===== src/rtl/rss_pkg.sv =====
// rss_pkg: shared types and constants of the rgb 3x3 sharpen stream.
// Used by rss_line_store, rss_sharpen and rgb_sharpen_3x3_stream; no dependencies.

package rss_pkg;

  localparam int unsigned MaxWidth   = 2048;
  localparam int unsigned MaxHeight  = 4096;
  localparam int unsigned MinDim     = 3;
  localparam int unsigned AddrW      = $clog2(MaxWidth);
  localparam int unsigned ChanW      = 8;
  localparam int unsigned NumChan    = 3;
  localparam int unsigned WinSize    = 9;
  localparam int unsigned CentreTap  = 4;
  localparam int unsigned CentreGain = 9;
  localparam int unsigned FrameWidthW  = 12;
  localparam int unsigned FrameHeightW = 13;
  localparam int unsigned ColW       = 11;
  localparam int unsigned RowW       = 12;
  localparam int unsigned CfgIdxW    = 2;
  localparam int unsigned CfgDataW   = 13;
  localparam logic [FrameWidthW-1:0]  WidthReset  = 12'd640;
  localparam logic [FrameHeightW-1:0] HeightReset = 13'd480;

  typedef enum logic [CfgIdxW-1:0] {
    RegFrameWidth  = 2'd0,
    RegFrameHeight = 2'd1
  } cfg_reg_e;

  typedef struct packed {
    logic [ChanW-1:0] red;
    logic [ChanW-1:0] green;
    logic [ChanW-1:0] blue;
  } pixel_t;

  // row-major 3x3 window, top row first, newest column at the high index of each row
  typedef pixel_t [WinSize-1:0] window_t;

  typedef struct packed {
    logic             rd_en;
    logic [AddrW-1:0] rd_addr;
    logic             wr_en;
    logic [AddrW-1:0] wr_addr;
  } ls_ctrl_t;

endpackage


===== src/rtl/rss_sharpen.sv =====
// rss_sharpen: sharpen kernel over a 3x3 window, per channel, saturated to 0..255.
// Purely combinational; uses rss_pkg.

module rss_sharpen (
  input  rss_pkg::window_t win_i,
  output rss_pkg::pixel_t  pix_o
);

  localparam int unsigned NbrW  = rss_pkg::ChanW + 3;
  localparam int unsigned CtrW  = rss_pkg::ChanW + 4;
  localparam int unsigned DiffW = CtrW + 1;

  logic [rss_pkg::NumChan*rss_pkg::ChanW-1:0] res;

  always_comb begin
    logic [NbrW-1:0]         nbr_sum;
    logic [CtrW-1:0]         centre;
    logic signed [DiffW-1:0] diff;
    res = '0;
    for (int ch = 0; ch < rss_pkg::NumChan; ch++) begin
      nbr_sum = '0;
      for (int k = 0; k < rss_pkg::WinSize; k++) begin
        if (k != rss_pkg::CentreTap) begin
          nbr_sum = nbr_sum + NbrW'(win_i[k][ch*rss_pkg::ChanW +: rss_pkg::ChanW]);
        end
      end
      centre = CtrW'(win_i[rss_pkg::CentreTap][ch*rss_pkg::ChanW +: rss_pkg::ChanW])
               * CtrW'(rss_pkg::CentreGain);
      diff = $signed({1'b0, centre}) - $signed({2'b00, nbr_sum});
      priority if (diff < 0) begin
        res[ch*rss_pkg::ChanW +: rss_pkg::ChanW] = '0;
      end else if (diff > $signed(DiffW'(255))) begin
        res[ch*rss_pkg::ChanW +: rss_pkg::ChanW] = '1;
      end else begin
        res[ch*rss_pkg::ChanW +: rss_pkg::ChanW] = diff[rss_pkg::ChanW-1:0];
      end
    end
  end

  assign pix_o = rss_pkg::pixel_t'(res);

endmodule


===== config.mk =====
export PLATFORM = sky130hd
export DESIGN_NAME = rss_sharpen
export DESIGN_NICKNAME = d
export VERILOG_FILES = /design/src/rtl/rss_pkg.sv /design/src/rtl/rss_sharpen.sv
export SDC_FILE = /design/constraint.sdc
export NUM_CORES = 1
export LEC_CHECK = 0
export BUFFER_PORTS_ARGS = -buffer_cell sky130_fd_sc_hd__buf_4
export CORE_MARGIN = 2
export CORE_UTILIZATION = 59
export DETAILED_ROUTE_END_ITERATION = 7
export PLACE_DENSITY = 0.95
export RECOVER_POWER = 50
export SETUP_SLACK_MARGIN = 0.1
export SLEW_MARGIN = 20
export SYNTH_ARGS = -nofsm -noshare
export SYNTH_HDL_FRONTEND = slang
export SYNTH_SLANG_ARGS = --single-unit

===== constraint.sdc =====
create_clock -name vclk -period 10.1
set_input_delay 0.505 -clock vclk [all_inputs]
set_output_delay 0.505 -clock vclk [all_outputs]
set_load 0.05 [all_outputs]

==> metrics <==
status finished with violations; failing checks max-capacitance violations, max-slew violations; Die Y 117 um; kind of cell adding the most delay to the critical path adder cells; Worst Setup Start Kind input pin; gr usage total 27.5%; met3 track demand over resource 1.70%; endpoints failing hold 0; clock buffers 0; post-route cell area 9430 sq um; largest net degree at the start of global routing 11; kind of critical path in2out; Synth warnings 0; GRT busiest layer met2; Post-DP Area 9500 sq um; WP data required 9600 ps; # IOs 240; CP max-delay cell a2111oi_0; Detailed Place HPWL 17.4 mm; syn_area_per_cell 8.92 sq um; Netlist Area Pre-Place 7510 sq um; seq_cells 0; initial DRC count 164; WL per Instance 14.7 um; Stages on worst setup path 17; first-pass GRT wire length 29.4 mm; DRC Markers 0; buffers plus inverters on the worst setup path 5; dpl ws 4220 ps; fin crit period 7370 ps; Initial DRT Pass Iterations 4; total negative slack 0 ps; Arr. time, crit path 6860 ps; grt met2 use 52.2%; Final Max Slew Viols 9; post-route worst setup slack 2730 ps; initial antenna violation count 0; FF/Latch Area 0 sq um; Post-Synthesis Cells 842; Vias per Instance 4.91; Max Clk Rate 136 MHz; cts hold-fix bufs 0; final worst-path cycle share 72.9%; hold depth 4; Nets 1553; unrepaired setup endpoints after global routing no; # port buffers 240; Area Overhead vs Synth 25.6%; sequential area share after synthesis 0%; Post-Route WL 18.3 mm; Resize count post-CTS 0; via count 6130; critical-path cell list buf_4 -> inv_1 -> fa_1 -> inv_1 -> fa_1 -> fa_1 -> fa_1 -> inv_1 -> fa_1 -> ha_1 -> o21a_1 -> o21ai_0 -> a311o_1 -> nand4b_1 -> a2111oi_0 -> a21oi_1 -> clkbuf_1; vias in the first global route 6733; grt met1 use 33.2%; Antenna diodes 0; CP dominant cell by count fa_1; most frequent cells in the layout 381 x inv_1, 230 x buf_4, 186 x fa_1; initial core utilization 60.0%; headroom to the max-slew limit -62.1%; DIE AREA 13600 sq um; Hold Path Class in2out; final setup vio count 0; Crit Path Max Fanout 9; Cell Rows 41; CP max stage delay 1820 ps; chip width 117 um; fraction of layout cells with a size suffix above 1 23.0%; CP endpoint kind primary output; grt ovf 0; Slew @ Worst Pin 2370 ps; Synth cell types 58; gpl congestion 0.866; setup repair bufs after CTS 0; max-cap violation count 1; leading cell type in the layout, fill and taps excluded inv_1; Post-Syn Nets 1316; Core Area 12500 sq um; Routed Antenna Nets 0
## stage by stage
step                hold WS [ps]  utilization (%)  std cells
floorplan                   1530                -        842
global placement            1570             75.9       1249
detailed placement          1570             75.9       1249
CTS                         1570             75.9       1249
global route                1600             75.4       1249
finish                      1570             75.4       1249
## worst min-delay path: stages
cell,delay [ps]
buf_4,110
ha_1,130
o31a_1,130
buf_4,190
## synthesized netlist by cell type (all sizes together), types with 2 or more instances
| cell | n | area share (%) |
|---|---|---|
| o211ai | 2 | 0.20 |
| inv | 381 | 19 |
| a21o | 7 | 0.80 |
| o221ai | 2 | 0.32 |
| maj3 | 3 | 0.40 |
| buf | 5 | 0.42 |
| nand4 | 3 | 0.33 |
| o21bai | 2 | 0.20 |
| o21ai | 9 | 0.60 |
| nor2b | 4 | 0.33 |
| and3 | 6 | 0.52 |
| fa | 186 | 50 |
| a311oi | 2 | 0.23 |
| a21oi | 35 | 2.4 |
| and2 | 7 | 0.62 |
| o31a | 10 | 1.2 |
| nand2 | 9 | 0.45 |
| nand2b | 4 | 0.33 |
| or3b | 2 | 0.23 |
| or2 | 2 | 0.17 |
| xnor2 | 15 | 1.7 |
| a31oi | 3 | 0.45 |
| a211oi | 6 | 0.73 |
| nand3 | 9 | 0.67 |
| nor2 | 14 | 0.70 |
| o2111ai | 3 | 0.35 |
| xor2 | 6 | 0.70 |
| o21a | 11 | 1.1 |
| ha | 72 | 12 |
| mux2i | 3 | 0.40 |
| o31ai | 4 | 0.47 |
| a2111oi | 3 | 0.60 |
| nand4b | 2 | 0.23 |
## cell families after synthesis
kind of cell / Yosys count / share of synthesized area (%)
buffers and inverters: 386 / 19.5
AND/OR/NAND/NOR: 64 / 4.85
adder cells (fa/ha/maj): 261 / 62.0
XOR/XNOR: 21 / 2.45
multiplexers: 4 / 0.550
AO/OA/AOI/OAI: 106 / 10.7
## final timing paths
path                   start   endpoint  slack [ps]
hold / removal     win_i[96]   pix_o[0]        1570
setup / recovery  win_i[134]  pix_o[14]        2730
## cell type report
type / instances / area, sq um
fillers: 907 / 3080
multi-input cells: 456 / 6020
inverters: 381 / 1430
well taps: 172 / 215
repair buffers: 240 / 1760
## metal layers
| metal | wire, um | part of all wire (%) |
|---|---|---|
| met1 | 6750 | 37 |
| met2 | 10200 | 56 |
| met3 | 623 | 3.4 |
| met4 | 707 | 3.9 |
| met5 | 0 | 0 |
Power is not shown: default switching activity piles up to over one toggle a cycle in this logic, so the estimate is an artifact.
